==> src/fsfd_pkg.sv <==
package fsfd_pkg;

	// packet framing
	localparam int BODY_BYTES    = 12;
	localparam int QUALITY_INDEX = 8;
	localparam int CNT_W         = $clog2(BODY_BYTES);

	localparam logic [7:0] SYNC_FIRST    = 8'hFE;
	localparam logic [7:0] SYNC_SECOND   = 8'h0A;
	localparam logic [7:0] QUALITY_RESET = 8'd245;

	// arithmetic widths
	localparam int FRAC_BITS = 8;
	localparam int RAW_W     = 16;
	localparam int MS_W      = 7;
	localparam int VEL_W     = 21;
	localparam int DIV_W     = 10;                 // holds 1000 and 10 * 65
	localparam int NUM_W     = RAW_W + FRAC_BITS;  // |flow| << FRAC_BITS
	localparam int DVD_W     = 2 * ((NUM_W + 1) / 2);
	localparam int DIV_STEPS = DVD_W / 2;          // two quotient bits per cycle
	localparam int STEP_W    = $clog2(DIV_STEPS + 1);
	localparam int RES_W     = (NUM_W + 1 > VEL_W) ? NUM_W + 1 : VEL_W;

	localparam logic [DIV_W-1:0] US_PER_MS = DIV_W'(1000);
	localparam logic [DIV_W-1:0] VEL_SCALE = DIV_W'(10);

	// microseconds to ms: multiply by ceil(2^MS_SHIFT / 1000), keep the top bits;
	// exact for every 16-bit time
	localparam int MS_SHIFT = 26;
	localparam int RECIP_W  = 17;
	localparam int PROD_W   = RAW_W + RECIP_W;
	localparam logic [RECIP_W-1:0] MS_RECIP =
		RECIP_W'(((1 << MS_SHIFT) + int'(US_PER_MS) - 1) / int'(US_PER_MS));

	// job queue between parser and divider side
	localparam int QUEUE_DEPTH = 2;
	localparam int QPTR_W      = 1;
	localparam int QCNT_W      = 2;

	typedef struct packed {
		logic [RAW_W-1:0] flow_x;
		logic [RAW_W-1:0] flow_y;
		logic [RAW_W-1:0] time_raw;
		logic             quality_ok;
	} job_t;

	typedef struct packed {
		logic             start;
		logic [NUM_W-1:0] dividend;
		logic [DIV_W-1:0] divisor;
	} div_req_t;

	typedef struct packed {
		logic             done;
		logic [NUM_W-1:0] quotient;
	} div_rsp_t;

	// magnitude of a signed 16-bit flow value, scaled by the fraction bits
	function automatic logic [NUM_W-1:0] scaled_mag(input logic [RAW_W-1:0] v);
		logic [RAW_W-1:0] m;
		m = v[RAW_W-1] ? RAW_W'(-v) : v;
		return NUM_W'(m) << FRAC_BITS;
	endfunction

	// apply the sign back, truncated to the output width
	function automatic logic signed [VEL_W-1:0] signed_vel(input logic sgn,
		input logic [NUM_W-1:0] q);
		logic [RES_W-1:0] e;
		e = RES_W'(q);
		if (sgn) begin
			e = RES_W'(-e);
		end
		return $signed(e[VEL_W-1:0]);
	endfunction

endpackage

==> src/fsfd_front.sv <==
module fsfd_front
	import fsfd_pkg::*;
(
	input  logic       clk,
	input  logic       arst_n,
	input  logic       cfg_we,
	input  logic [7:0] cfg_wdata,
	input  logic       in_accept,
	input  logic [7:0] in_byte,
	output logic       push,
	output job_t       push_job
);

	localparam logic [1:0] PH_HUNT   = 2'd0;
	localparam logic [1:0] PH_SECOND = 2'd1;
	localparam logic [1:0] PH_BODY   = 2'd2;

	logic [1:0]       phase_q;
	logic [CNT_W-1:0] count_q;
	logic [RAW_W-1:0] flow_x_q;
	logic [RAW_W-1:0] flow_y_q;
	logic [RAW_W-1:0] time_q;
	logic [7:0]       good_code_q;
	logic             in_body;

	assign in_body = in_accept && (phase_q == PH_BODY);

	// quality code register
	always_ff @(posedge clk or negedge arst_n) begin
		if (!arst_n) begin
			good_code_q <= QUALITY_RESET;
		end else if (cfg_we) begin
			good_code_q <= cfg_wdata;
		end
	end

	// sync hunt and body counter
	always_ff @(posedge clk or negedge arst_n) begin
		if (!arst_n) begin
			phase_q <= PH_HUNT;
			count_q <= '0;
		end else if (in_accept) begin
			case (phase_q)
				PH_HUNT: begin
					if (in_byte == SYNC_FIRST) phase_q <= PH_SECOND;
				end
				PH_SECOND: begin
					if (in_byte == SYNC_SECOND) begin
						phase_q <= PH_BODY;
						count_q <= '0;
					end else if (in_byte != SYNC_FIRST) begin
						phase_q <= PH_HUNT;
					end
				end
				PH_BODY: begin
					if (count_q == CNT_W'(BODY_BYTES - 1)) begin
						phase_q <= PH_HUNT;
						count_q <= '0;
					end else begin
						count_q <= count_q + 1'b1;
					end
				end
				default: phase_q <= PH_HUNT;
			endcase
		end
	end

	// little-endian field capture
	always_ff @(posedge clk or negedge arst_n) begin
		if (!arst_n) begin
			flow_x_q <= '0;
			flow_y_q <= '0;
			time_q   <= '0;
		end else if (in_body) begin
			case (count_q)
				CNT_W'(0): flow_x_q[7:0]  <= in_byte;
				CNT_W'(1): flow_x_q[15:8] <= in_byte;
				CNT_W'(2): flow_y_q[7:0]  <= in_byte;
				CNT_W'(3): flow_y_q[15:8] <= in_byte;
				CNT_W'(4): time_q[7:0]    <= in_byte;
				CNT_W'(5): time_q[15:8]   <= in_byte;
				default: ;
			endcase
		end
	end

	// quality byte hands the packet's job to the divider side
	assign push                = in_body && (count_q == CNT_W'(QUALITY_INDEX));
	assign push_job.flow_x     = flow_x_q;
	assign push_job.flow_y     = flow_y_q;
	assign push_job.time_raw   = time_q;
	assign push_job.quality_ok = (in_byte == good_code_q);

endmodule

==> src/fsfd_queue.sv <==
module fsfd_queue
	import fsfd_pkg::*;
(
	input  logic clk,
	input  logic arst_n,
	input  logic push,
	input  job_t push_job,
	input  logic pop,
	output logic full,
	output logic empty,
	output job_t head
);

	job_t              slot_q [QUEUE_DEPTH];
	logic [QPTR_W-1:0] wr_ptr_q;
	logic [QPTR_W-1:0] rd_ptr_q;
	logic [QCNT_W-1:0] count_q;

	assign full  = (count_q == QCNT_W'(QUEUE_DEPTH));
	assign empty = (count_q == '0);
	assign head  = slot_q[rd_ptr_q];

	always_ff @(posedge clk) begin
		if (push) slot_q[wr_ptr_q] <= push_job;
	end

	// pointers wrap naturally at a power-of-two depth
	always_ff @(posedge clk or negedge arst_n) begin
		if (!arst_n) begin
			wr_ptr_q <= '0;
			rd_ptr_q <= '0;
			count_q  <= '0;
		end else begin
			if (push) wr_ptr_q <= wr_ptr_q + 1'b1;
			if (pop)  rd_ptr_q <= rd_ptr_q + 1'b1;
			case ({push, pop})
				2'b10:   count_q <= count_q + 1'b1;
				2'b01:   count_q <= count_q - 1'b1;
				default: ;
			endcase
		end
	end

endmodule

==> src/fsfd_divider.sv <==
module fsfd_divider
	import fsfd_pkg::*;
(
	input  logic     clk,
	input  logic     arst_n,
	input  div_req_t req,
	output div_rsp_t rsp
);

	logic [DVD_W-1:0]  work_q;
	logic [DIV_W-1:0]  rem_q;
	logic [DIV_W-1:0]  divisor_q;
	logic [STEP_W-1:0] step_q;
	logic              busy_q;
	logic              done_q;
	logic [DVD_W-1:0]  work_d;
	logic [DIV_W-1:0]  rem_d;

	// two restoring steps per cycle; quotient bits shift into the low end
	always_comb begin
		logic [DIV_W:0] trial;
		work_d = work_q;
		rem_d  = rem_q;
		for (int i = 0; i < 2; i++) begin
			trial  = {rem_d, work_d[DVD_W-1]};
			work_d = work_d << 1;
			if (trial >= {1'b0, divisor_q}) begin
				rem_d     = DIV_W'(trial - {1'b0, divisor_q});
				work_d[0] = 1'b1;
			end else begin
				rem_d = DIV_W'(trial);
			end
		end
	end

	always_ff @(posedge clk) begin
		if (req.start) begin
			work_q    <= DVD_W'(req.dividend);
			rem_q     <= '0;
			divisor_q <= req.divisor;
		end else if (busy_q) begin
			work_q <= work_d;
			rem_q  <= rem_d;
		end
	end

	always_ff @(posedge clk or negedge arst_n) begin
		if (!arst_n) begin
			busy_q <= 1'b0;
			done_q <= 1'b0;
			step_q <= '0;
		end else begin
			done_q <= 1'b0;
			if (req.start) begin
				busy_q <= 1'b1;
				step_q <= STEP_W'(DIV_STEPS);
			end else if (busy_q) begin
				step_q <= step_q - 1'b1;
				if (step_q == STEP_W'(1)) begin
					busy_q <= 1'b0;
					done_q <= 1'b1;
				end
			end
		end
	end

	assign rsp.done     = done_q;
	assign rsp.quotient = work_q[NUM_W-1:0];

endmodule

==> src/fsfd_back.sv <==
module fsfd_back
	import fsfd_pkg::*;
(
	input  logic                    clk,
	input  logic                    arst_n,
	input  logic                    q_empty,
	input  job_t                    q_head,
	output logic                    pop,
	output div_req_t                div_req,
	input  div_rsp_t                div_rsp,
	output logic                    out_valid,
	input  logic                    out_stall,
	output logic signed [VEL_W-1:0] vel_x,
	output logic signed [VEL_W-1:0] vel_y,
	output logic [MS_W-1:0]         interval_ms,
	output logic                    quality_ok,
	output logic                    zero_interval
);

	localparam logic [2:0] ST_IDLE = 3'd0;
	localparam logic [2:0] ST_MS   = 3'd1;
	localparam logic [2:0] ST_X    = 3'd2;
	localparam logic [2:0] ST_Y    = 3'd3;
	localparam logic [2:0] ST_OUT  = 3'd4;

	logic [2:0]              state_q;
	job_t                    job_q;
	logic [MS_W-1:0]         ms_q;
	logic signed [VEL_W-1:0] vx_q;
	logic signed [VEL_W-1:0] vy_q;
	logic                    out_valid_q;
	logic signed [VEL_W-1:0] vel_x_q;
	logic signed [VEL_W-1:0] vel_y_q;
	logic [MS_W-1:0]         ms_out_q;
	logic                    qual_out_q;
	logic                    zero_out_q;
	logic [PROD_W-1:0]       ms_prod;
	logic [MS_W-1:0]         ms_new;
	logic [DIV_W-1:0]        scale_div;
	logic                    out_free;
	logic                    load_out;

	// interval in whole ms by reciprocal multiply, taken at the pop
	assign ms_prod   = PROD_W'(q_head.time_raw) * PROD_W'(MS_RECIP);
	assign ms_new    = ms_prod[MS_SHIFT +: MS_W];
	assign scale_div = DIV_W'(ms_q) * VEL_SCALE;
	assign out_free  = !out_valid_q || !out_stall;
	assign load_out  = (state_q == ST_OUT) && out_free;
	assign pop       = (state_q == ST_IDLE) && !q_empty;

	// divider requests: X once the interval is known, then Y
	always_comb begin
		div_req.start    = 1'b0;
		div_req.dividend = scaled_mag(job_q.flow_x);
		div_req.divisor  = scale_div;
		case (state_q)
			ST_MS: begin
				div_req.start = (ms_q != '0);
			end
			ST_X: begin
				div_req.start    = div_rsp.done;
				div_req.dividend = scaled_mag(job_q.flow_y);
			end
			default: ;
		endcase
	end

	// sequencer
	always_ff @(posedge clk or negedge arst_n) begin
		if (!arst_n) begin
			state_q <= ST_IDLE;
		end else begin
			case (state_q)
				ST_IDLE: if (!q_empty) state_q <= ST_MS;
				ST_MS:   state_q <= (ms_q == '0) ? ST_OUT : ST_X;
				ST_X:    if (div_rsp.done) state_q <= ST_Y;
				ST_Y:    if (div_rsp.done) state_q <= ST_OUT;
				ST_OUT:  if (out_free) state_q <= ST_IDLE;
				default: state_q <= ST_IDLE;
			endcase
		end
	end

	// working values
	always_ff @(posedge clk) begin
		if (pop) begin
			job_q <= q_head;
			ms_q  <= ms_new;
			vx_q  <= '0;
			vy_q  <= '0;
		end
		if (state_q == ST_X && div_rsp.done) vx_q <= signed_vel(job_q.flow_x[RAW_W-1], div_rsp.quotient);
		if (state_q == ST_Y && div_rsp.done) vy_q <= signed_vel(job_q.flow_y[RAW_W-1], div_rsp.quotient);
	end

	// output register
	always_ff @(posedge clk or negedge arst_n) begin
		if (!arst_n) begin
			out_valid_q <= 1'b0;
		end else if (load_out) begin
			out_valid_q <= 1'b1;
		end else if (!out_stall) begin
			out_valid_q <= 1'b0;
		end
	end

	always_ff @(posedge clk) begin
		if (load_out) begin
			vel_x_q    <= vx_q;
			vel_y_q    <= vy_q;
			ms_out_q   <= ms_q;
			qual_out_q <= job_q.quality_ok;
			zero_out_q <= (ms_q == '0);
		end
	end

	assign out_valid     = out_valid_q;
	assign vel_x         = vel_x_q;
	assign vel_y         = vel_y_q;
	assign interval_ms   = ms_out_q;
	assign quality_ok    = qual_out_q;
	assign zero_interval = zero_out_q;

endmodule

==> src/flow_sensor_frame_decoder_top.sv <==
// Optical flow sensor frame decoder.
// Input channel: one serial byte per word (in_valid / in_stall). The parser
// hunts for the 0xFE 0x0A sync pair, then collects the packet body.
// Output channel: one word per packet, from the job queued at its quality
// byte: vel_x, vel_y (signed, FRAC_BITS fraction bits), interval_ms,
// quality_ok and zero_interval (out_valid / out_stall).
// cfg_we / cfg_wdata write the good quality code; write only while idle.
// Bytes are taken one per cycle while the two-entry job queue has room;
// in_stall is high for any byte while the queue is full.
// The interval comes from a reciprocal multiply at the pop; each packet then
// takes two passes of the shared radix-4 divider (X, then Y), none when the
// interval is zero. The parser keeps taking bytes of the next packets while
// the divider works, as long as the job queue has room.
// The output register lets the divider start the next packet while a result
// waits on out_stall. Reset clears the parser, queue and output valid, and
// restores the quality code to 245.
module flow_sensor_frame_decoder_top
	import fsfd_pkg::*;
(
	input  logic                    clk,
	input  logic                    arst_n,
	input  logic                    cfg_we,
	input  logic [7:0]              cfg_wdata,
	input  logic                    in_valid,
	output logic                    in_stall,
	input  logic [7:0]              in_byte,
	output logic                    out_valid,
	input  logic                    out_stall,
	output logic signed [VEL_W-1:0] vel_x,
	output logic signed [VEL_W-1:0] vel_y,
	output logic [MS_W-1:0]         interval_ms,
	output logic                    quality_ok,
	output logic                    zero_interval
);

	logic     push;
	job_t     push_job;
	logic     pop;
	logic     q_full;
	logic     q_empty;
	job_t     q_head;
	div_req_t div_req;
	div_rsp_t div_rsp;

	assign in_stall = q_full;

	fsfd_front u_front (
		.clk       (clk),
		.arst_n    (arst_n),
		.cfg_we    (cfg_we),
		.cfg_wdata (cfg_wdata),
		.in_accept (in_valid && !in_stall),
		.in_byte   (in_byte),
		.push      (push),
		.push_job  (push_job)
	);

	fsfd_queue u_queue (
		.clk      (clk),
		.arst_n   (arst_n),
		.push     (push),
		.push_job (push_job),
		.pop      (pop),
		.full     (q_full),
		.empty    (q_empty),
		.head     (q_head)
	);

	fsfd_divider u_div (
		.clk    (clk),
		.arst_n (arst_n),
		.req    (div_req),
		.rsp    (div_rsp)
	);

	fsfd_back u_back (
		.clk           (clk),
		.arst_n        (arst_n),
		.q_empty       (q_empty),
		.q_head        (q_head),
		.pop           (pop),
		.div_req       (div_req),
		.div_rsp       (div_rsp),
		.out_valid     (out_valid),
		.out_stall     (out_stall),
		.vel_x         (vel_x),
		.vel_y         (vel_y),
		.interval_ms   (interval_ms),
		.quality_ok    (quality_ok),
		.zero_interval (zero_interval)
	);

endmodule

==> config.mk <==
export PLATFORM = sky130hd
export DESIGN_NAME = flow_sensor_frame_decoder_top
export DESIGN_NICKNAME = d
export VERILOG_FILES = /design/src/fsfd_pkg.sv /design/src/fsfd_front.sv /design/src/fsfd_queue.sv /design/src/fsfd_divider.sv /design/src/fsfd_back.sv /design/src/flow_sensor_frame_decoder_top.sv
export SDC_FILE = /design/constraint.sdc
export NUM_CORES = 1
export LEC_CHECK = 0
export CORE_UTILIZATION = 69
export CTS_BUF_LIST = sky130_fd_sc_hd__clkbuf_16
export DETAILED_ROUTE_END_ITERATION = 6
export DONT_BUFFER_PORTS = 1
export PLACE_DENSITY = 0.82
export SLEW_MARGIN = 20
export SYNTH_ARGS = -nofsm -noshare
export SYNTH_HDL_FRONTEND = slang
export SYNTH_HIERARCHICAL = 1
export SYNTH_SLANG_ARGS = --single-unit
==> constraint.sdc <==
create_clock -name clk -period 8.8 [get_ports clk]
set_input_delay 0.88 -clock clk [delete_from_list [all_inputs] [get_ports clk]]
set_output_delay 0.88 -clock clk [all_outputs]
set_load 0.01 [all_outputs]
==> metrics.txt <==
top post-synthesis cells by count 265 x edfxtp_1, 170 x ha_1, 104 x inv_1, 88 x mux2_2, 88 x nor2_1; fin worst setup slack 2.96 ns; Top-Level Pins 74; area leader, netlist edfxtp_1; maximum vdd drop 215 uV; Yosys cell types 83; most common cell in the synthesized netlist edfxtp_1; antenna-violating nets left 0; layout cell share with drive strength beyond 1 0.156; largest cells by area after synthesis edfxtp_1 42%, ha_1 11%, dfrtp_1 9.1%; proportion of synthesized area in mux cells 0.0962; unrepaired setup endpoints after global routing no; Iter 0 DRT Violations 655; mapped cell area 0.0192 sq mm; diodes inserted 0; Fin. Hold Viols 0; ys flop type edfxtp_1; Setup Fix Bufs, Post-CTS 0; Synth Register Bits 351; Pwr Total 5.54 mW; adder-cell share of the synthesized area 0.155; vias in the first global route 11,200; synthesized netlist cell count 1,436; Fillers 1,633; Worst Path Required 9.07 ns; fin. max-slew vios 0; critical path arrival 6.11 ns; period utilization 0.664; Achievable Freq 171 MHz; global-route wire length before repair 57.0 mm; status completed; H-tree levels 2; Root Buffer clkbuf_16; final setup fails 0; Post-Synth XOR/XNOR Area 0.0434; WS Path Type flip-flop to flip-flop; clock buffer depth 3; Yosys top cell area share 0.415; pre-CTS setup slack 2.97 ns; via/cell ratio 5.95; post-DR wirelength/cell 19.0 um; Worst-Skew Late Latency 0.53 ns; worst hold path type input port to async pin; Synth Area in Compound Gates 0.0656; EDFF count, synth 265; Worst Setup Start Kind flip-flop; Pwr Density 269 mW/mm^2; Critical Path Sink Type flip-flop; initial antenna violation count 0; Syn Area/Cell 13.3 sq um; worst-path maximum fanout 18; clock transition at the registers of the reported paths 0.06 ns; cts hold-fix bufs 0; Fin Hold WS 0.0403 ns; core area 0.0271 sq mm; Async SR Flop Fraction 0.217; Sink Count 351; largest net degree at the start of global routing 77; Final TNS setup 0 ns; CTS tree built; total CTS buffers 37; final HPWL from detailed placement 23.9 mm; chip height 169 um; port bufs 0; Synth warnings 6; post-synthesis sequential area ratio 0.525; Starting Density 0.707; Worst Tran Pin Value 1.03 ns; # rows 60; normalized max-slew margin 0.312; Total GRT Usage 0.256; die width 169 um; DRC errors left 0; TritonRoute pass-1 iters 7; skew final 0.0177 ns; Layout area overhead 7.58%; Final Wtd Congestion 0.907; Synth Area in Simple Gates 0.0748; max cap viols 0; Vias 10,900; die footprint 0.0284 sq mm; Final #Nets 1,671; PostCTS Resize Cnt 0; post-layout min period 5.84 ns; largest family of logic cells by synthesized area adder cells; grt total ovfl 0; wirelength, routed 34.9 mm; P_leak 8.44 nW
-- critical path: stages (launching register included) --
cell and delay, ns:
dfrtp_2 0.73, mux2_4 0.42, ha_1 0.21, fa_1 0.39
fa_1 0.52, inv_1 0.05, fa_1 0.53, inv_1 0.06
fa_1 0.48, ha_1 0.31, ha_1 0.38, a21o_1 0.20
a311oi_1 0.25, o21ai_0 0.18, or4b_2 0.66, mux2i_1 0.16
nor3_1 0.07
-- cells by family (layout without fill, tap and decap cells) --
family | after synthesis | in the layout
other cells | 1 | 9
mux | 148 | 148
simple gates | 279 | 279
buf+inv | 157 | 178
fa+ha+maj | 212 | 212
xor+xnor | 95 | 95
flops | 351 | 351
compound gates | 193 | 193
-- final timing paths --
| path | startpoint | cells past startpoint | slack, ns | end |
|---|---|---|---|---|
| worst min-delay path | arst_n | 0 | 0.04 | u_front/flow_x_q[2]$_DFFE_PN0P_ |
| max in group asynchronous | arst_n | 0 | 8.54 | u_front/good_code_q[5]$_DFFE_PN1P_ |
| worst max-delay path | u_queue/rd_ptr_q$_DFFE_PN0P_ | 16 | 2.96 | u_back/ms_q[4]$_DFFE_PP_ |
| min in group clk | u_back/vy_q[14]$_SDFFCE_PN0P_ | 0 | 0.42 | u_back/vel_y[14]$_DFFE_PP_ |
| worst max register to register | u_queue/rd_ptr_q$_DFFE_PN0P_ | 16 | 2.96 | u_back/ms_q[4]$_DFFE_PP_ |
| worst min register to register | u_back/vy_q[14]$_SDFFCE_PN0P_ | 0 | 0.42 | u_back/vel_y[14]$_DFFE_PP_ |
-- final cells by class --
| class | instances | area [sq um] | share of cell area |
|---|---|---|---|
| Inverter | 105 | 394 | 0.0191 |
| Clock buffer | 39 | 976 | 0.0473 |
| Clock inverter | 27 | 251 | 0.0122 |
| Tap cell | 372 | 465 | 0.0226 |
| Multi-Input combinational cell | 936 | 8410 | 0.408 |
| Timing Repair Buffer | 7 | 52.6 | 0.00255 |
| Sequential cell | 351 | 10100 | 0.488 |
-- layer usage --
metal / global-route usage / up-vias / part of all wire
met4: 0.0802 / 0 / 0.021
met5: 0 / - / 0
met3: 0.0419 / 54 / 0.049
li1: - / 5211 / -
met2: 0.433 / 321 / 0.49
met1: 0.340 / 5336 / 0.44
-- per-stage QoR --
step,utilization,instance area (sq um),instances
final,0.761,20600,1837
after global routing,0.761,20600,1837
after CTS,0.760,20600,1837
after detailed placement,0.715,19400,1771
after global placement,0.715,19400,1771
after floorplan,-,19200,1444
-- state kept, by name, indices dropped and copies added, names as in the netlist, 3 cells and up --
register / flops
u_front/time_q: 16
u_back/interval_ms: 7
u_front/flow_x_q: 16
u_back/vy_q: 21
u_front/flow_y_q: 16
u_back/job_q: 33
u_back/state_q: 3
u_front/good_code_q: 8
u_back/vel_y: 21
u_div/rem_q: 10
u_back/vel_x: 21
u_div/work_q: 24
u_div/step_q: 4
u_front/count_q: 4
u_div/divisor_q: 10
u_back/ms_q: 7
u_queue/slot_q: 98
u_back/vx_q: 21
-- power by group --
group          switching, mW  leakage (nW)  internal [mW]
Combinational          0.911          4.48          0.818
Clock                  0.629         0.612          0.924
Sequential             0.207          3.35           2.05
-- placed cells by master (no fill, tap or decap), types with 7 or more instances in the layout --
cell type and count:
or4_1 7, nor2_1 87, a211oi_1 8, inv_1 108
o31ai_1 16, xnor2_1 44, buf_4 7, dfxtp_1 10
o21ai_0 51, mux2i_1 9, nand2_1 68, nor4_1 8
a21oi_1 44, or3_1 18, clkinv_1 12, ha_1 170
a21o_1 11, mux2_2 88, xor2_1 51, nand2b_1 14
conb_1 9, o21a_1 10, o21bai_1 8, edfxtp_1 265
clkbuf_16 39, nand4_1 12, fa_1 42, dfrtp_1 69
nor2b_1 7, nand3_1 13, mux2_4 50
Note: power is estimated with default switching activity, not from simulation.
